### src/design/assert_macros.svh
// assert_macros.svh: concurrent assertion helpers for the sharpen filter RTL.
// No dependencies; compiled ahead of the package and the modules that include it.
`ifndef ASSERT_MACROS_SVH
`define ASSERT_MACROS_SVH
`ifndef SYNTHESIS
// Property that must hold at every rising clock edge outside reset.
`define SHRP_ASSERT(lbl, clk, rstn, prop, msg) \
  lbl: assert property (@(posedge clk) disable iff (!rstn) prop) else $error(msg);
// Condition that must never be seen outside reset.
`define SHRP_NEVER(lbl, clk, rstn, cond, msg) \
  lbl: assert property (@(posedge clk) disable iff (!rstn) !(cond)) else $error(msg);
`else
`define SHRP_ASSERT(lbl, clk, rstn, prop, msg)
`define SHRP_NEVER(lbl, clk, rstn, cond, msg)
`endif
`endif

### src/design/shrp_pkg.sv
// shrp_pkg: types, register indexes and default sizes of the 3x3 sharpen filter.
// No dependencies; every module of the block imports it.
`default_nettype none
package shrp_pkg;

  localparam int DefMaxWidth      = 4096;
  localparam int DefCoeffFracBits = 8;
  localparam int WidthLimit       = 4096;
  localparam int HeightLimit      = 4096;

  localparam int CfgIdxW  = 2;
  localparam int CfgDataW = 13;
  localparam int DimW     = 13;
  localparam int WeightW  = 12;
  localparam int SumW     = 11;

  localparam logic [CfgIdxW-1:0] REG_IMAGE_WIDTH     = 2'd0;
  localparam logic [CfgIdxW-1:0] REG_IMAGE_HEIGHT    = 2'd1;
  localparam logic [CfgIdxW-1:0] REG_NEIGHBOR_WEIGHT = 2'd2;

  localparam logic [DimW-1:0]    RST_IMAGE_WIDTH     = 13'd640;
  localparam logic [DimW-1:0]    RST_IMAGE_HEIGHT    = 13'd480;
  localparam logic [WeightW-1:0] RST_NEIGHBOR_WEIGHT = 12'hF00;

  localparam logic CMD_PIXEL = 1'b0;
  localparam logic CMD_FLUSH = 1'b1;

  // Channel k sits at bits 8k+7:8k: red, green, blue, alpha.
  typedef logic [3:0][7:0] rgba_t;
  typedef logic [3:0][SumW-1:0] nsum_t;

  typedef struct packed {
    logic       command;
    logic [7:0] red_in;
    logic [7:0] green_in;
    logic [7:0] blue_in;
    logic [7:0] alpha_in;
  } in_beat_t;

  typedef struct packed {
    logic [7:0] red_out;
    logic [7:0] green_out;
    logic [7:0] blue_out;
    logic [7:0] alpha_out;
    logic       frame_end;
  } out_beat_t;

  // One line store entry: the pixel two rows up and the one a row up.
  typedef struct packed {
    rgba_t upper;
    rgba_t middle;
  } line_pair_t;

  // Per-item decisions made at accept time.
  typedef struct packed {
    logic emit;
    logic left_edge;
    logic right_edge;
    logic top_edge;
    logic bottom_edge;
    logic frame_end;
  } item_ctl_t;

endpackage
`default_nettype wire

### src/design/shrp_mac.sv
// shrp_mac: weight multiply, round to nearest and clamp to 0..255 per channel.
// Depends on shrp_pkg.
`default_nettype none
module shrp_mac
  import shrp_pkg::*;
#(
  parameter int COEFF_FRAC_BITS = DefCoeffFracBits
) (
  input  logic                      clk_i,
  input  logic signed [WeightW-1:0] weight_i,
  input  logic                      prod_en_i,
  input  logic                      out_en_i,
  input  nsum_t                     nsum_i,
  input  rgba_t                     center_i,
  input  logic                      frame_end_i,
  output out_beat_t                 out_o
);

  localparam int F    = COEFF_FRAC_BITS;
  localparam int CWW  = ((F + 2 > 15) ? F + 2 : 15) + 1;
  localparam int NPW  = WeightW + SumW + 1;
  localparam int CPW  = CWW + 9;
  localparam int ACCW = ((NPW > CPW) ? NPW : CPW) + 2;
  localparam int MagW = ACCW - F;
  localparam logic signed [ACCW-1:0] RoundBias = ACCW'(1) << (F - 1);

  logic signed [CWW-1:0]  centre_w;
  logic signed [NPW-1:0]  nprod_q [4];
  logic signed [CPW-1:0]  cprod_q [4];
  logic signed [ACCW-1:0] acc [4];
  logic [MagW-1:0]        mag [4];
  rgba_t                  level;
  logic                   frame_end_q;
  out_beat_t              out_q;

  // Centre weight is one minus eight neighbor weights.
  assign centre_w = (CWW'(1) <<< F) - (CWW'(weight_i) <<< 3);

  always_ff @(posedge clk_i) begin
    if (prod_en_i) begin
      for (int k = 0; k < 4; k++) begin
        nprod_q[k] <= NPW'(weight_i) * NPW'($signed({1'b0, nsum_i[k]}));
        cprod_q[k] <= CPW'(centre_w) * CPW'($signed({1'b0, center_i[k]}));
      end
      frame_end_q <= frame_end_i;
    end
  end

  always_comb begin
    for (int k = 0; k < 4; k++) begin
      acc[k] = ACCW'(nprod_q[k]) + ACCW'(cprod_q[k]) + RoundBias;
      mag[k] = acc[k][ACCW-1:F];
      priority if (acc[k][ACCW-1]) begin
        level[k] = '0;
      end else if (|mag[k][MagW-1:8]) begin
        level[k] = 8'hFF;
      end else begin
        level[k] = mag[k][7:0];
      end
    end
  end

  always_ff @(posedge clk_i) begin
    if (out_en_i) begin
      out_q.red_out   <= level[0];
      out_q.green_out <= level[1];
      out_q.blue_out  <= level[2];
      out_q.alpha_out <= level[3];
      out_q.frame_end <= frame_end_q;
    end
  end

  assign out_o = out_q;

endmodule
`default_nettype wire

### config.mk
export PLATFORM = sky130hd
export DESIGN_NAME = shrp_mac
export DESIGN_NICKNAME = d
export VERILOG_FILES = /design/src/design/assert_macros.svh /design/src/design/shrp_pkg.sv /design/src/design/shrp_mac.sv
export SDC_FILE = /design/constraint.sdc
export NUM_CORES = 2
export LEC_CHECK = 0
export ABC_AREA = 1
export BUFFER_PORTS_ARGS = -buffer_cell sky130_fd_sc_hd__clkbuf_2
export CAP_MARGIN = 0
export CORE_MARGIN = 2
export CORE_UTILIZATION = 55
export CTS_BUF_LIST = sky130_fd_sc_hd__clkbuf_2 sky130_fd_sc_hd__clkbuf_4 sky130_fd_sc_hd__clkbuf_8
export DETAILED_ROUTE_END_ITERATION = 8
export GPL_TIMING_DRIVEN = 0
export HOLD_SLACK_MARGIN = 0.02
export MAX_ROUTING_LAYER = met4
export PLACE_DENSITY = 0.82
export SLEW_MARGIN = 20
export SYNTH_ARGS = -nofsm -noshare
export SYNTH_HDL_FRONTEND = slang
export SYNTH_SLANG_ARGS = --single-unit
### constraint.sdc
create_clock -name clk_i -period 7.6 [get_ports clk_i]
set_input_delay 1.14 -clock clk_i [delete_from_list [all_inputs] [get_ports clk_i]]
set_output_delay 1.14 -clock clk_i [all_outputs]
set_load 0.02 [all_outputs]
======== Yosys cells after proc, flatten, opt, wreduce, memory -nomap -nowiden ========
Memories as Yosys holds them, arrays and structs flattened.
Index checks and enable logic that the tools add are counted.
word-level totals
  ROM bits ................................ 0
  bits in latches ......................... 0
  flip-flop bits (word level) ............. 34
  RAM bits ................................ 196
  bits of input ports ..................... 92
  output and inout bits ................... 33
  memories kept ........................... 2
memories
  name     words  width  rd ports  clocked after memory_dff  write ports  RTL line        source
  cprod_q  4      25     4         0                         4            shrp_mac.sv:29  logic signed [CPW-1:0] cprod_q [4];
  nprod_q  4      24     4         0                         4            shrp_mac.sv:28  logic signed [NPW-1:0] nprod_q [4];
cells by class
  div/mod/pow operators ................... 0
  bitwise gates (word level) .............. 0
  multiplexer cells ....................... 6
  add/subtract/negate cells ............... 9
  equality and inequality tests ........... 0
  magnitude comparators ................... 0
  multipliers ............................. 8
  shift-type cells ........................ 0
  reduce and logical (&&, ||, !) cells .... 4
operators by type and width
  operator                count
  $add 26x9->27 const B   4
  $add 24x25->26          4
  $mul 16x9->25           4
  $mul 12x12->24          4
  $reduce_or 11->1        4
  $mux 8                  4
  $sub 10x15->16 const A  1
  $mux 1                  2

======== Logic depth before layout (Yosys ltp) ========
  depth after elaboration ................. 4
  depth in mapped cells ................... 34
  depth with buffers taken out ............ 31

======== Least setup slack after synthesis ========
Ideal clock, no wire load.
  kind .................................... input to register
  start ................................... input port weight_i[0]
  end ..................................... memory cprod_q[3][22] in the netlist's numbering, data pin
  data arrival time ....................... 6.361 ns
  data required time ...................... 7.335 ns
  path slack .............................. 0.974 ns
  stages .................................. 29
  cells stage by stage .................... clkbuf_1 > clkbuf_1 > inv_1 > ha_1 > nand4_1 > nand2_1 > inv_1 > nor2_2 > inv_1 > or2_0 > nand2_1 > inv_1 > clkbuf_1 > nand2_1 > fa_1 > inv_1 > fa_1 > fa_1 > inv_1 > fa_1 > inv_1 > ha_1 > a21oi_1 > o21ai_0 > a21oi_1 > o21ai_0 > a21oi_1 > o21ai_0 > xor2_1
RTL lines
  what                RTL line        source
  start: declaration  shrp_mac.sv:10  input logic signed [WeightW-1:0] weight_i,
  end: declaration    shrp_mac.sv:29

==> results_dict.tcl <==
set metrics [dict create \
    status "completed" \
    post_cts.repair.setup_buffers 0 \
    drive_above_1_share 0.0414 \
    finalHoldViolations 0 \
    cts_root_buf "clkbuf_8" \
    grt_pass1_wl_um 219000 \
    endpoint_kind "register" \
    hp-class "register to register" \
    relSlewSlack 0.146 \
    fin_crit_sh 0.967 \
    grt-ovfl-total 0 \
    required_ps 8020 \
    async_flop_share 0 \
    dpl.hpwl_um 115000 \
    core.rowCount 110 \
    fin_nets 7959 \
    layout_commonest_cell "inv_1" \
    dieArea_mm2 0.0935 \
    vias 41200 \
    ctsHoldBuffers 0 \
    grt_pass1_vias 42600 \
    finClkSkew_ps 25.6 \
    fmax_mhz 136 \
    via_per_inst 5.36 \
    cts_tree "yes" \
    clk_latency_ps 620 \
    die_w_um 306 \
    path_clk_slew_ps 50 \
    port-buffer-count 115 \
    yosysWarningCount 0 \
    dpl_cell_area_mm2 0.0522 \
    synth_cells 6319 \
    wl_per_cell_um 17.7 \
    syn_area_mm2 0.0501 \
    clk_path_buf_depth 3 \
    wirelength_um 136000 \
    h-tree-depth 2 \
    ys_seq_area_frac 0.124 \
    rr_endpoint "out_o[6]" \
    antenna_found_initial 10 \
    synth_seq_cells 206 \
    ys.flop_type "edfxtp_1" \
    critical_path_arrival_ps 7770 \
    area_delta_synth_final_pct 5.88 \
    cp-start-kind "input pin" \
    drc 0 \
    drt_iter0_markers 3558 \
    grt.total_usage 0.309 \
    final_area_mm2 0.0530 \
    timing.rr.start "nprod_q[3][11]" \
    crit_type "input pin to register" \
    endpoint "cprod_q[3][22]" \
    cts_resized 4 \
    slew_viol_final 0 \
    synth-edff-count 206 \
    r2r_cells 15 \
    postRouteAntennaNets 0 \
    grt_start_max_net_pins 89 \
    yosysUniqueCellTypes 48 \
    start_util 0.556 \
    cts-buffers-inserted 39 \
    rrSetupSlack_ps 4660 \
    cts.sinks 206 \
    core_area_mm2 0.0901 \
    worst_pin_slew_ps 1280 \
    crit_path_max_fanout 11 \
    place_congestion 1.01 \
    dp_cells 7612 \
    startpoint "weight_i[0]" \
    die_h_um 306 \
    io_pins 125 \
    setup_viol 0 \
    rsz0062_at_grt "false" \
    drt-pass1-iter-count 6 \
    final_cell_mix "inv_1, nand2_1, fa_1" \
    syn_nets 7804 \
    cap_violations 0 \
    fin_cells 7689 \
    period_minus_slack_ps 7350 \
    syn_avg_cell_area_um2 7.93 \
]
## sequential cells by signal (all words and copies together) (netlist names)
register	count
frame_end_q	1
out_o	33
nprod_q	84
cprod_q	88
## worst max-delay path: stages
cell      delay [ps]
clkbuf_2         350
buf_4            380
inv_1             80
ha_1             260
nand4_1          130
nand2_1           80
inv_1            100
nor2_2            60
nand2_2          100
nand2_4          170
inv_2            250
buf_2            380
nand2_1          250
fa_1             540
inv_1             50
fa_1             500
fa_1             550
inv_1             50
fa_1             510
inv_1             50
ha_1             350
nand2_1           90
nor2_1           180
nand2_1           90
o21ai_0          370
a21oi_1          190
o21ai_0          280
xor2_1           250
## synth_stat cells (7+ instances only)
cell type  instances  area [um^2]
xor2_1           135         1180
o31ai_1            7         52.6
a21oi_1          239         1200
nand3b_1          11         82.6
edfxtp_1         206         6190
fa_1             823        16500
nor2_2            17          106
nor2_1           369         1390
o21ai_0           86          430
a31oi_1            9         56.3
o21bai_1          27          203
nand4_1           63          394
nor3_1            24          120
nand2_2           18          113
nand3_1          118          591
inv_2              8         30.0
ha_1             570         7130
clkbuf_1         129          484
inv_1           1749         6570
o21ai_1           19         95.1
nor3_2             9         90.1
nand2_1         1488         5590
nor4_1            10         62.6
xnor2_1           91          797
a21o_1             8         60.1
buf_2             10         50.1
o211ai_1           9         67.6
buf_1             15         56.3
## stage by stage
| step | setup TNS (ps) | setup slack (ps) | hold WS, ps | util |
|---|---|---|---|---|
| floorplan | 0 | 974 | 400 | - |
| global placement | -51070 | -1430 | 407 | 0.578 |
| detailed placement | -43870 | -1210 | 405 | 0.579 |
| CTS | 0 | 171 | 418 | 0.588 |
| global route | 0 | 45.9 | 441 | 0.588 |
| finish | 0 | 249 | 417 | 0.588 |
## metal layers
layer	vias up	GRT usage	wire length, um
met4	0	0.102	4750
li1	19000	-	-
met3	354	0.0759	15400
met1	20100	0.390	52700
met2	1763	0.490	63200
met5	-	-	0
## worst min path at each step
stage	cells past startpoint	slack (ps)	from	end
2_1_floorplan	0	400	frame_end_q	out_o[0]
4_1_cts	0	420	frame_end_q	out_o[0]
3_5_place_dp	0	410	frame_end_q	out_o[0]
3_3_place_gp	0	410	frame_end_q	out_o[0]
5_1_grt	0	440	frame_end_q	out_o[0]
6_report	0	420	frame_end_q	out_o[0]
## final cells by class
type,instances,area [um^2]
fill,7992,37100
clock buffer,49,618
tap,1176,1470
sequential,206,6190
buffer,157,641
timing repair buffer,117,626
clock inverter,18,194
antenna,13,32.5
inverter,1757,6600
multi-input combinational,4196,36700
## logic make-up after synthesis
logic type	after synthesis	synth area share
flops	206	0.124
simple gates	2144	0.173
fa+ha+maj	1393	0.471
xor+xnor	226	0.0395
compound gates	433	0.0479
buf+inv	1917	0.145
Power is left out: the tool's default activity adds up to more than one toggle a clock period on the data nets, which glitch-free logic cannot reach.
