**config.mk**
```make
export PLATFORM = sky130hd
export DESIGN_NAME = shrp_ctrl
export DESIGN_NICKNAME = d
export VERILOG_FILES = /design/src/design/shrp_pkg.sv /design/src/design/shrp_ctrl.sv
export VERILOG_INCLUDE_DIRS = /design/src /design/src/design
export SDC_FILE = /design/constraint.sdc
export NUM_CORES = 1
export LEC_CHECK = 0
export BUFFER_PORTS_ARGS = -buffer_cell sky130_fd_sc_hd__clkbuf_2
export CAP_MARGIN = 0
export CORE_ASPECT_RATIO = 1.25
export CORE_MARGIN = 1.5
export CORE_UTILIZATION = 45
export DETAILED_ROUTE_END_ITERATION = 8
export GPL_TIMING_DRIVEN = 1
export SYNTH_ARGS = -nofsm -noshare
export SYNTH_HDL_FRONTEND = slang
export SYNTH_SLANG_ARGS = --single-unit
```
**constraint.sdc**
```tcl
create_clock -name clk_i -period 10.7 [get_ports clk_i]
set_clock_uncertainty 0.15 [all_clocks]
set_input_delay 2.14 -clock clk_i [delete_from_list [all_inputs] [get_ports clk_i]]
set_output_delay 2.14 -clock clk_i [all_outputs]
set_load 0.005 [all_outputs]
```
**src/design/assert_macros.svh**
```systemverilog
// assert_macros.svh: concurrent assertion helpers for the sharpen filter RTL.
// No dependencies; compiled ahead of the package and the modules that include it.
`ifndef ASSERT_MACROS_SVH
`define ASSERT_MACROS_SVH
`ifndef SYNTHESIS
// Property that must hold at every rising clock edge outside reset.
`define SHRP_ASSERT(lbl, clk, rstn, prop, msg) \
  lbl: assert property (@(posedge clk) disable iff (!rstn) prop) else $error(msg);
// Condition that must never be seen outside reset.
`define SHRP_NEVER(lbl, clk, rstn, cond, msg) \
  lbl: assert property (@(posedge clk) disable iff (!rstn) !(cond)) else $error(msg);
`else
`define SHRP_ASSERT(lbl, clk, rstn, prop, msg)
`define SHRP_NEVER(lbl, clk, rstn, cond, msg)
`endif
`endif

```
**src/design/shrp_pkg.sv**
```systemverilog
// shrp_pkg: types, register indexes and default sizes of the 3x3 sharpen filter.
// No dependencies; every module of the block imports it.
`default_nettype none
package shrp_pkg;

  localparam int DefMaxWidth      = 4096;
  localparam int DefCoeffFracBits = 8;
  localparam int WidthLimit       = 4096;
  localparam int HeightLimit      = 4096;

  localparam int CfgIdxW  = 2;
  localparam int CfgDataW = 13;
  localparam int DimW     = 13;
  localparam int WeightW  = 12;
  localparam int SumW     = 11;

  localparam logic [CfgIdxW-1:0] REG_IMAGE_WIDTH     = 2'd0;
  localparam logic [CfgIdxW-1:0] REG_IMAGE_HEIGHT    = 2'd1;
  localparam logic [CfgIdxW-1:0] REG_NEIGHBOR_WEIGHT = 2'd2;

  localparam logic [DimW-1:0]    RST_IMAGE_WIDTH     = 13'd640;
  localparam logic [DimW-1:0]    RST_IMAGE_HEIGHT    = 13'd480;
  localparam logic [WeightW-1:0] RST_NEIGHBOR_WEIGHT = 12'hF00;

  localparam logic CMD_PIXEL = 1'b0;
  localparam logic CMD_FLUSH = 1'b1;

  // Channel k sits at bits 8k+7:8k: red, green, blue, alpha.
  typedef logic [3:0][7:0] rgba_t;
  typedef logic [3:0][SumW-1:0] nsum_t;

  typedef struct packed {
    logic       command;
    logic [7:0] red_in;
    logic [7:0] green_in;
    logic [7:0] blue_in;
    logic [7:0] alpha_in;
  } in_beat_t;

  typedef struct packed {
    logic [7:0] red_out;
    logic [7:0] green_out;
    logic [7:0] blue_out;
    logic [7:0] alpha_out;
    logic       frame_end;
  } out_beat_t;

  // One line store entry: the pixel two rows up and the one a row up.
  typedef struct packed {
    rgba_t upper;
    rgba_t middle;
  } line_pair_t;

  // Per-item decisions made at accept time.
  typedef struct packed {
    logic emit;
    logic left_edge;
    logic right_edge;
    logic top_edge;
    logic bottom_edge;
    logic frame_end;
  } item_ctl_t;

endpackage
`default_nettype wire

```
**src/design/shrp_ctrl.sv**
```systemverilog
// shrp_ctrl: configuration registers and raster position counters.
// Depends on shrp_pkg and assert_macros.svh.
`default_nettype none
`include "assert_macros.svh"
module shrp_ctrl
  import shrp_pkg::*;
#(
  parameter int MAX_WIDTH = DefMaxWidth
) (
  input  logic                      clk_i,
  input  logic                      rst_ni,
  input  logic                      cfg_we_i,
  input  logic [CfgIdxW-1:0]        cfg_idx_i,
  input  logic [CfgDataW-1:0]       cfg_data_i,
  input  logic                      accept_i,
  input  logic                      flush_i,
  output logic                      live_o,
  output logic                      blank_o,
  output item_ctl_t                 ctl_o,
  output logic [$clog2(MAX_WIDTH)-1:0] col_o,
  output logic signed [WeightW-1:0] weight_o
);

  localparam int AW   = $clog2(MAX_WIDTH);
  localparam int EW   = AW + 1;
  localparam int WLim = (MAX_WIDTH < WidthLimit) ? MAX_WIDTH : WidthLimit;

  logic [DimW-1:0]    width_q, height_q;
  logic [WeightW-1:0] weight_q;
  logic [AW-1:0]      in_col_q, in_col_d, out_col_q, out_col_d;
  logic [DimW-1:0]    in_row_q, in_row_d;
  logic [DimW-2:0]    out_row_q, out_row_d;

  logic [31:0]     width_ext;
  logic [EW-1:0]   eff_w, in_col_nx, out_col_nx;
  logic [DimW-1:0] eff_h, out_row_nx;
  logic            complete, started, in_col_last, out_col_last, row_last, frame_end;

  assign width_ext = 32'(width_q);

  always_comb begin
    priority if (width_q == '0) begin
      eff_w = EW'(1);
    end else if (width_ext > WLim) begin
      eff_w = EW'(WLim);
    end else begin
      eff_w = width_ext[EW-1:0];
    end
    priority if (height_q == '0) begin
      eff_h = DimW'(1);
    end else if (height_q > DimW'(HeightLimit)) begin
      eff_h = DimW'(HeightLimit);
    end else begin
      eff_h = height_q;
    end
  end

  assign in_col_nx    = {1'b0, in_col_q} + EW'(1);
  assign out_col_nx   = {1'b0, out_col_q} + EW'(1);
  assign out_row_nx   = {1'b0, out_row_q} + DimW'(1);
  assign in_col_last  = in_col_nx >= eff_w;
  assign out_col_last = out_col_nx >= eff_w;
  assign row_last     = out_row_nx >= eff_h;

  assign complete  = in_row_q >= eff_h;
  assign started   = (in_row_q >= DimW'(2)) || (in_row_q == DimW'(1) && in_col_q != '0);
  assign frame_end = started && out_col_last && row_last;

  // Flush before the frame is in: drop. Pixel or flush after the frame is in: drain as zero.
  assign live_o  = !(flush_i == CMD_FLUSH && !complete);
  assign blank_o = complete;
  assign col_o   = in_col_q;
  assign weight_o = $signed(weight_q);

  // A pixel landing in column zero finishes the previous row: right edge forced.
  always_comb begin
    ctl_o.emit        = started;
    ctl_o.left_edge   = out_col_q == '0;
    ctl_o.right_edge  = out_col_last || (in_col_q == '0);
    ctl_o.top_edge    = out_row_q == '0;
    ctl_o.bottom_edge = row_last;
    ctl_o.frame_end   = frame_end;
  end

  always_comb begin
    in_col_d  = in_col_q;
    in_row_d  = in_row_q;
    out_col_d = out_col_q;
    out_row_d = out_row_q;
    priority if (cfg_we_i && (cfg_idx_i == REG_IMAGE_WIDTH || cfg_idx_i == REG_IMAGE_HEIGHT)) begin
      in_col_d  = '0;
      in_row_d  = '0;
      out_col_d = '0;
      out_row_d = '0;
    end else if (accept_i && live_o) begin
      if (frame_end) begin
        in_col_d  = '0;
        in_row_d  = '0;
        out_col_d = '0;
        out_row_d = '0;
      end else begin
        if (started) begin
          if (out_col_last) begin
            out_col_d = '0;
            out_row_d = out_row_nx[DimW-2:0];
          end else begin
            out_col_d = out_col_nx[AW-1:0];
          end
        end
        if (in_col_last) begin
          in_col_d = '0;
          in_row_d = in_row_q + DimW'(1);
        end else begin
          in_col_d = in_col_nx[AW-1:0];
        end
      end
    end
  end

  always_ff @(posedge clk_i or negedge rst_ni) begin
    if (!rst_ni) begin
      width_q   <= RST_IMAGE_WIDTH;
      height_q  <= RST_IMAGE_HEIGHT;
      weight_q  <= RST_NEIGHBOR_WEIGHT;
      in_col_q  <= '0;
      in_row_q  <= '0;
      out_col_q <= '0;
      out_row_q <= '0;
    end else begin
      in_col_q  <= in_col_d;
      in_row_q  <= in_row_d;
      out_col_q <= out_col_d;
      out_row_q <= out_row_d;
      if (cfg_we_i) begin
        unique case (cfg_idx_i)
          REG_IMAGE_WIDTH:     width_q  <= cfg_data_i;
          REG_IMAGE_HEIGHT:    height_q <= cfg_data_i;
          REG_NEIGHBOR_WEIGHT: weight_q <= cfg_data_i[WeightW-1:0];
          default: ;
        endcase
      end
    end
  end

  `SHRP_NEVER(a_in_col_range, clk_i, rst_ni, {1'b0, in_col_q} >= eff_w, "input column past row end")
  `SHRP_NEVER(a_out_row_range, clk_i, rst_ni, {1'b0, out_row_q} >= eff_h, "output row past frame")
  `SHRP_ASSERT(a_frame_restart, clk_i, rst_ni, accept_i && live_o && ctl_o.frame_end |=> in_col_q == '0 && in_row_q == '0 && out_col_q == '0 && out_row_q == '0, "counters not cleared after frame end")

endmodule
`default_nettype wire

```
# Yosys cells after proc, flatten, opt, wreduce, memory -nomap -nowiden
# Index checks and enable logic that the tools add are counted.
# totals
rom_bits	0
ram_bits	0
latchBits	0
reg_bits	87
mem_count	0
# op_classes
n_addsub	4
div_mod_pow	0
reduce_logical	28
mul	0
muxes	22
eq_ne	3
bitwise_logic	0
order_cmp	7
shift	0
# op_table
op	n
$mux W12	14
$mux W13	8
$ge A13 B13 Y1	4
$add A12 B1 Y13 const B	3
$logic_not A12 Y1	3
$gt A13 B13 Y1 const B	2
$logic_not A13 Y1	2
$add A13 B1 Y13 const B	1
$eq A13 B1 Y1 const B	1
$ge A13 B2 Y1 const B	1
$reduce_bool A12 Y1	1
$reduce_and A2 Y1	5
$reduce_bool A3 Y1	3
$logic_and A1 B1 Y1	6
$logic_or A1 B1 Y1	3
$reduce_and A3 Y1	1
$eq A2 B1 Y1 const B	1
$eq A2 B2 Y1 const B	1
$logic_not A1 Y1	2
$logic_not A2 Y1	1
$reduce_bool A2 Y1	1

# Logic depth before layout (Yosys ltp)
# Gate-level depths: netlist (run 1).
# depth
ltp_word	10
mapped_depth	17
ltp_nobuf	15

# Least setup slack after synthesis (run 1)
# No wires, ideal clock.
# synth_timing
path_kind	reg-to-output
startpoint	register out_row_q[0]
endpoint	output ctl_o[0] (netlist name)
setup_slack_ns	5.498
t_arrival_ns	2.912
stages_incl_launch_ff	16
cell_sequence	dfrtp_1 > ha_1 > nand3_2 > or3_4 > inv_1 > nand3_1 > or2_0 > xnor2_1 > ha_1 > a21oi_1 > o21a_1 > o21ai_0 > a31oi_1 > inv_1 > and3_1 > buf_4
# synth_via
elab_chain_cells	3
# synth_lines
element	line_no	rtl
start, declared	shrp_ctrl.sv:32	logic [DimW-2:0] out_row_q, out_row_d;
start signal, assigned	shrp_ctrl.sv:133	out_row_q <= out_row_d;
$add A12 B1 Y13	shrp_ctrl.sv:60	assign out_row_nx = {1'b0, out_row_q} + DimW'(1);
$ge A13 B13 Y1	shrp_ctrl.sv:63	assign row_last = out_row_nx >= eff_h;
via row_last	shrp_ctrl.sv:37	logic complete, started, in_col_last, out_col_last, row_last, frame_end;
$logic_and A1 B1 Y1	shrp_ctrl.sv:67	assign frame_end = started && out_col_last && row_last;
end, declared	shrp_ctrl.sv:19	output item_ctl_t ctl_o,
# The timed path passes the listed nets, and every way through them passes these cells.

==> results.yml, run 1 <==
critical_path:
  worstPathRequired_ns: 8.41
  cp_cell_sequence: "ha_1, nand3_2, or3_4, inv_1, nand3_1, or2_0, xnor2_1, ha_1, a21oi_1, o21a_1, o21ai_0, a31oi_1, inv_1, and3_1, clkbuf_2"
  crit_path_top_delay_cell: "dfrtp_1"
  worstPathMaxFanout: 6
  slowest_delay_ns: 0.44
  r2r_slack_ns: 5.85
  worst_setup_path_start_kind: "flop"
  end_kind: "output pin"
  arrival_ns: 3.54
  critPathKind: "flop to output pin"
global_route:
  grt_usage: 0.2251
  antenna_found_initial: 0
  grt_overflow_total: 0
  grt_max_degree: 62
  grt_pass1_wl_um: 25230
  first_global_vias: 4976
clocking:
  postCtsSetupBuffers: 0
  clk_pin_slew_ns: 0.07
  insertion_delay_ns: 0.35
  cts_sinks: 87
  ctsHoldBuffers: 0
  clockBufferDepth: 2
  post_cts_resized: 0
  cts_tree: "done"
  root_buffer: "clkbuf_16"
  cts_made_buffers: 9
  cts-htree-levels: 3
synthesis:
  synth_warnings: 0
  synth_area_leaders: "dfrtp_1, ha_1, mux2_2"
  synth_top_area_share: 0.3215
  yosysTopAreaCell: "dfrtp_1"
  syn_inst: 638
  synth.most_common_cell: "nand2_1"
  synth-edff-count: 0
  synth-seq-area-share: 0.3653
  ys_ff_latch: 87
  postSynthAreaPerCell_um2: 9.394
  syn-cell-area_um2: 5993
  yosys-top-cells-count: "nand2_1, dfrtp_1, ha_1"
  synth_ff_type: "dfrtp_1"
  syn-num-nets: 719
  ys_types: 67
  synthArstFlopShare: 1.000
placed_design:
  placedInstanceArea_um2: 6332
  gp_congestion: 0.8527
  hpwl_um: 11270
  dp_cells: 832
  numPortBuffers: 51
detailed_routing:
  drtAntennaViolNets: 0
  vias: 4846
  dr.first_iter.drc_count: 259
  wl_per_cell_um: 17.38
  via_per_inst: 5.715
  drc: 0
  firstDrtPassIters: 5
  routed_wl_um: 14730
power_and_ir_drop:
  ir_worst_vdd_mv: 0.09165
  power_leakage_nw: 3.030
  power_mw: 1.332
  powerDensity_nw_per_um2: 200.1
finish:
  final_cell_area_um2: 6659
  num_antenna_cells: 0
  fin_cells: 848
  final_layout_size_suffix_gt1_frac: 0.2059
  finalNetCount: 756
  syn_to_final_growth_pct: 11.11
sta:
  rsz0062_at_grt: "false"
  hold_viol: 0
  final.min_clock_period_ns: 5.828
  finalSetupTns_ns: 0
  fmax_mhz: 171.6
  slew_viol_final: 0
  slew-limit-headroom: 0.2505
  setup_violations: 0
  tightest_slew_ns: 1.120
  min_period_over_period: 0.5447
floorplanning:
  core_area_um2: 12830
  start_util: 0.4670
  die_area_um2: 14020
  rows: 46
  die_h_um: 132.0
  die_x_um: 106.2
  ios: 52
status:
  status: "completed"
run:
  cap_viol_max_count: 0
worst_hold_path:
  min-delay-path-class: "flop to flop"
-- cells by family (layout without fill, tap and decap cells) --
kind of cell | Yosys count | after routing | share of synthesized area
AOI/OAI and AO/OA | 122 | 122 | 0.1311
xor gates and xnor gates | 30 | 30 | 0.04384
DFF | 87 | 87 | 0.3653
adders and majority gates | 61 | 61 | 0.1273
and+or+nand+nor | 237 | 237 | 0.2050
muxes | 44 | 44 | 0.08142
buffers and inverters | 57 | 99 | 0.04593
-- critical path: cells and delay by family (launching register included) --
kind / cells / cell delay [ns]
compound gates: 4 / 0.60
xor+xnor: 1 / 0.15
fa+ha+maj: 2 / 0.59
buf+inv: 3 / 0.24
flops: 1 / 0.44
simple gates: 5 / 1.16
-- flip-flops by register name, summed over array words and instances (netlist names) --
| signal | cells |
|---|---|
| height_q | 13 |
| in_row_q | 13 |
| width_q | 13 |
| col_o | 12 |
| out_col_q | 12 |
| out_row_q | 12 |
| weight_o | 12 |
-- cell type report --
class,instances,area (um^2)
inverter,25,93.84
multi-input combinational,494,3528
timing repair buffer,58,310.3
clock inverter,6,97.59
fill,1198,6176
tap,168,210.2
sequential,87,2190
clock buffer,10,229.0
-- where the power goes --
group          internal (mW)  switching [mW]  total [mW]
clock network          0.209           0.142       0.351
logic                  0.216           0.280       0.495
registers              0.399          0.0872       0.486
-- worst paths after layout --
check,to,from,depth (start not counted)
setup / recovery,ctl_o[0],out_row_q[0],15
hold / removal,weight_o[0],weight_o[0],1
setup reg to reg,in_row_q[2],out_row_q[0],15
hold reg to reg,weight_o[0],weight_o[0],1
max in group asynchronous,out_col_q[4],rst_ni,2
min in group asynchronous,out_row_q[11],rst_ni,1
-- cells in the final DEF, fill, tap and decap left out, types with 9 or more instances in the layout --
master     instances
clkbuf_2          50
nor2_1            25
nand4_1           21
a21oi_1           36
nand2_1           84
mux2_2            38
o21ai_0           26
xnor2_1           22
and3_1            14
inv_1             25
dfstp_2           10
ha_1              61
dfrtp_1           77
nand3_1           32
clkbuf_16          9
nor4_1            15
-- layer usage --
| layer | vias up | share of wire | track usage |
|---|---|---|---|
| li1 | 2391 | - | - |
| met1 | 2345 | 0.44 | 0.2843 |
| met2 | 89 | 0.51 | 0.3892 |
| met3 | 21 | 0.033 | 0.03312 |
| met4 | 0 | 0.018 | 0.07808 |
| met5 | - | 0 | 0 |
-- through the flow --
step / hold slack, ns / util / worst slack (ns)
finish: 0.3665 / 0.5188 / 4.872
global route: 0.3956 / 0.5188 / 4.574
CTS: 0.3702 / 0.5188 / 4.889
detailed placement: 0.3544 / 0.4934 / 5.278
global placement: 0.3388 / 0.4934 / 5.354
floorplan: 0.3300 / - / 5.498
Note: power is estimated with default switching activity, not from simulation.
==> run 2: changes to the inputs <==
==> constraint.sdc (replaced) <==
create_clock -name clk_i -period 5.45 [get_ports clk_i]
set_clock_uncertainty 0.15 [all_clocks]
set_input_delay 1.09 -clock clk_i [delete_from_list [all_inputs] [get_ports clk_i]]
set_output_delay 1.09 -clock clk_i [all_outputs]
set_load 0.005 [all_outputs]
==> run 2 against run 1 <==
Compared with the run above: global-route usage grew 0.18 points; critical endpoint unchanged; non-clock buffer count increased by 3; final cell count grew 0.35%; power increased by 91%; sequential power rose by 96%; worst setup slack worse by 4.2 ns; register-to-register slack worse by 4.8 ns; first-iteration DRC count increased by 26%.
==> results.yml, run 2 (synthesis gave the netlist of run 1 again) <==
status:
  status: "completed"
critical_path:
  r2r-start: "out_row_q[0]"
  r2r_slack_ns: 1.03
  reg2reg_depth: 16
  worstPathMaxFanout: 6
  reg2reg_to: "in_row_q[2]"
  worst_setup_path_start_kind: "flop"
  end_kind: "output pin"
  worstPathRequired_ns: 4.21
  critPathKind: "flop to output pin"
  arrival_ns: 3.55
detailed_routing:
  drtAntennaViolNets: 0
  dr_wl_met3_um: 628
  wl_per_cell_um: 17.36
  routed_wl_um: 14770
  via_per_inst: 5.817
  top_layer: "met4"
  firstDrtPassIters: 6
  vias: 4950
  drc: 0
  wl_met2_um: 7366
  drt-met1-wl_um: 6447
  dr.first_iter.drc_count: 327
sta:
  fmax_mhz: 208.8
  slew-limit-headroom: 0.1740
  min_period_over_period: 0.8789
  tightest_slew_ns: 1.239
  slew_viol_final: 0
  rsz0062_at_grt: "false"
  hold_viol: 0
  finalSetupTns_ns: 0
  setup_violations: 0
  final.min_clock_period_ns: 4.790
finish:
  final_cell_mix: "nand2_1, dfrtp_1, ha_1"
  syn_to_final_growth_pct: 10.71
  final_common_cell: "nand2_1"
  nFillCells: 1213
  top_regs: "height_q: 13 flops, in_row_q: 13 flops, width_q: 13 flops"
  multiInputGateArea_um2: 3528
  fin_cells: 851
  finalNetCount: 759
  final_layout_size_suffix_gt1_frac: 0.2094
  num_antenna_cells: 0
  seqCellArea_um2: 2190
  fin_util: 0.5170
placed_design:
  hpwl_um: 11130
  dp_cells: 835
  numPortBuffers: 51
  gp_congestion: 0.8513
clocking:
  cts_sinks: 87
  post_cts_resized: 0
  cts_made_buffers: 9
  ctsHoldBuffers: 0
  clk_pin_slew_ns: 0.07
  clockBufferDepth: 2
  cts_tree: "done"
  postCtsSetupBuffers: 0
  insertion_delay_ns: 0.36
  cts-htree-levels: 3
  root_buffer: "clkbuf_16"
run:
  cap_viol_max_count: 0
floorplanning:
  rows: 46
  ios: 52
  start_util: 0.4670
  die_x_um: 106.2
  die_h_um: 132.0
  core_area_um2: 12830
  die_area_um2: 14020
global_route:
  grt_usage: 0.2269
  first_global_vias: 4963
  grt_overflow_total: 0
  grt_pass1_wl_um: 25050
  grt_max_degree: 56
  antenna_found_initial: 0
worst_hold_path:
  hold-path-cell-count: 1
  min_from: "weight_o[0]"
  hold-path-endpoint: "weight_o[0]"
  min-delay-path-class: "flop to flop"
power_and_ir_drop:
  powerDensity_nw_per_um2: 382.7
  power_leakage_nw: 3.024
  ir_worst_vdd_mv: 0.2186
  power_mw: 2.539
==> run 2: power breakdown <==
group / leakage (nW) / switching, mW / internal, mW
sequential: 1.08 / 0.171 / 0.783
clock: 0.140 / 0.287 / 0.319
combinational: 1.80 / 0.549 / 0.430
total: 3.02 / 1.01 / 1.53
==> run 2: worst max-delay path, stage by stage (launching register included) <==
cell and delay, ns:
dfrtp_1 0.45, ha_1 0.29, nand3_2 0.13, or3_4 0.37
inv_1 0.06, nand3_1 0.16, or2_0 0.31, xnor2_1 0.15
ha_1 0.33, a21oi_1 0.15, o21a_1 0.15, o21ai_0 0.08
a31oi_1 0.20, inv_1 0.08, and3_1 0.19, clkbuf_2 0.11
==> run 2: metrics by stage <==
stage	hold slack [ns]	worst slack, ns	cell area [um^2]
after global routing	0.3786	0.3611	6635
final	0.3575	0.6601	6635
after floorplan	0.3300	1.298	5993
after detailed placement	0.3466	1.086	6355
after CTS	0.3618	0.6665	6635
after global placement	0.3411	1.156	6355
==> run 2: final cells by class <==
type,count,area share
well taps,168,0.03168
clock buffers,10,0.03451
inverters,25,0.01414
multi-input cells,494,0.5318
flip-flops and latches,87,0.3300
clock inverters,6,0.007731
repair buffers,61,0.05016
==> run 2: layer usage <==
metal | global-route usage | vias to the layer above
met3 | 0.04251 | 29
li1 | - | 2397
met5 | 0 | -
met4 | 0.1036 | 0
met1 | 0.2828 | 2399
met2 | 0.3781 | 125
==> run 2: worst max-delay path by stage <==
stage | from | slack (ns) | cells after the start | endpoint
6_report | out_row_q[0] | 0.66 | 15 | ctl_o[0]
5_1_grt | out_row_q[0] | 0.36 | 15 | ctl_o[0]
4_1_cts | out_row_q[0] | 0.67 | 15 | ctl_o[0]
3_5_place_dp | out_row_q[0] | 1.09 | 15 | ctl_o[0]
3_3_place_gp | out_row_q[0] | 1.16 | 15 | ctl_o[0]
2_1_floorplan | out_row_q[0] | 1.30 | 15 | ctl_o[0]
==> run 3: changes to the inputs <==
--- a/config.mk
+++ b/config.mk
@@ -13,6 +13,7 @@
 export CORE_UTILIZATION = 45
 export DETAILED_ROUTE_END_ITERATION = 8
 export GPL_TIMING_DRIVEN = 1
+export REMOVE_ABC_BUFFERS = 1
 export SYNTH_ARGS = -nofsm -noshare
 export SYNTH_HDL_FRONTEND = slang
 export SYNTH_SLANG_ARGS = --single-unit
==> run 3 against run 2 <==
Compared with the run above: sequential power is essentially flat; die area stayed put; combinational power fell by 0.4%; worst hold slack about the same; routed wire length shrank 0.13%; worst setup slack got worse by 0.029 ns; critical path depth did not move; sequential share of layout area shrank 0.20 points; design area is 0.62% higher; critical path type unchanged; largest power group unchanged.
==> results.yml, run 3 (synthesis gave the netlist of run 1 again) <==
detailed_routing:
  routed_wl_um: 14750
  firstDrtPassIters: 5
  drc: 0
  dr.first_iter.drc_count: 276
  drtAntennaViolNets: 0
  vias: 4929
  via_per_inst: 5.806
  wl_per_cell_um: 17.38
power_and_ir_drop:
  powerDensity_nw_per_um2: 394.6
  power_mw: 2.634
  power_leakage_nw: 3.041
  ir_worst_vdd_mv: 0.1548
finish:
  num_antenna_cells: 0
  final_common_cell: "nand2_1"
  syn_to_final_growth_pct: 11.40
  nFillCells: 1191
  final_layout_size_suffix_gt1_frac: 0.2085
  top_regs: "height_q: 13 flops, in_row_q: 13 flops, width_q: 13 flops"
  final_cell_mix: "nand2_1, dfrtp_1, ha_1"
  finalNetCount: 757
  fin_cells: 849
global_route:
  first_global_vias: 4975
  antenna_found_initial: 0
  grt_max_degree: 58
  grt_usage: 0.2218
  grt_pass1_wl_um: 24730
  grt_overflow_total: 0
floorplanning:
  start_util: 0.4670
  die_area_um2: 14020
  die_h_um: 132.0
  rows: 46
  ios: 52
  die_x_um: 106.2
  core_area_um2: 12830
sta:
  fmax_mhz: 207.5
  holdWs_ns: 0.3571
  rsz0062_at_grt: "false"
  worst_slack_ns: 0.6311
  slew_viol_final: 0
  min_period_over_period: 0.8842
  finalSetupTns_ns: 0
  hold_viol: 0
  slew-limit-headroom: 0.2050
  tightest_slew_ns: 1.188
  setup_violations: 0
  final.min_clock_period_ns: 4.819
placed_design:
  hpwl_um: 11230
  numPortBuffers: 51
  dp_cells: 833
  gp_congestion: 0.8766
  dp_slack_ns: 1.023
clocking:
  root_buffer: "clkbuf_16"
  post_cts_resized: 0
  insertion_delay_ns: 0.35
  cts_tree: "done"
  cts_made_buffers: 9
  ctsHoldBuffers: 0
  cts-htree-levels: 3
  clockBufferDepth: 2
  clk_pin_slew_ns: 0.07
  cts_sinks: 87
  postCtsSetupBuffers: 0
critical_path:
  worst_setup_path_start_kind: "flop"
  end_kind: "output pin"
  arrival_ns: 3.58
  worstPathRequired_ns: 4.21
  critPathKind: "flop to output pin"
  worstPathMaxFanout: 6
run:
  cap_viol_max_count: 0
worst_hold_path:
  min-delay-path-class: "flop to flop"
status:
  status: "completed"
run 3: per-layer routing:
| metal | routed length (um) | up-vias | GRT usage |
|---|---|---|---|
| li1 | - | 2394 | - |
| met1 | 6391 | 2411 | 0.2722 |
| met2 | 7482 | 93 | 0.3900 |
| met3 | 504 | 31 | 0.03510 |
| met4 | 374 | 0 | 0.07883 |
| met5 | 0 | - | 0 |
run 3: worst max-delay path, cell delays in order (launching register included):
cell and delay, ns:
dfrtp_1 0.45, ha_1 0.27, nand3_2 0.13, or3_4 0.37, inv_1 0.06, nand3_1 0.16
or2_0 0.32, xnor2_1 0.15, ha_1 0.34, a21oi_1 0.18, o21a_1 0.17, o21ai_0 0.08
a31oi_1 0.20, inv_1 0.08, and3_1 0.18, clkbuf_2 0.10
run 3: final cells by class:
class	count	area, um^2	area share
flip-flops and latches	87	2190	0.3280
clock inverters	6	97.59	0.01462
multi-input cells	494	3528	0.5285
inverters	25	93.84	0.01406
well taps	168	210.2	0.03148
repair buffers	59	317.8	0.04760
clock buffers	10	239.0	0.03579
run 3: path summary, 6_finish.rpt:
| check | startpoint | to | slack [ns] | cells past startpoint |
|---|---|---|---|---|
| min | weight_o[5] | weight_o[5] | 0.36 | 1 |
| max reg2reg | out_row_q[0] | in_row_q[12] | 1.03 | 16 |
| max | out_row_q[0] | ctl_o[0] | 0.63 | 15 |
| min in group asynchronous | rst_ni | out_row_q[7] | 0.52 | 1 |
| max in group asynchronous | rst_ni | out_col_q[2] | 3.56 | 2 |
| min reg2reg | weight_o[5] | weight_o[5] | 0.36 | 1 |
run 3: where the power goes:
| group | switching (mW) | total, mW | internal (mW) |
|---|---|---|---|
| combinational | 0.548 | 0.975 | 0.427 |
| clock | 0.284 | 0.706 | 0.423 |
| sequential | 0.169 | 0.953 | 0.783 |
run 3: stage by stage:
step | utilization | area, um^2
final | 0.5202 | 6676
after global routing | 0.5202 | 6676
after CTS | 0.5202 | 6676
after detailed placement | 0.4940 | 6340
after global placement | 0.4940 | 6340
after floorplan | - | 5812
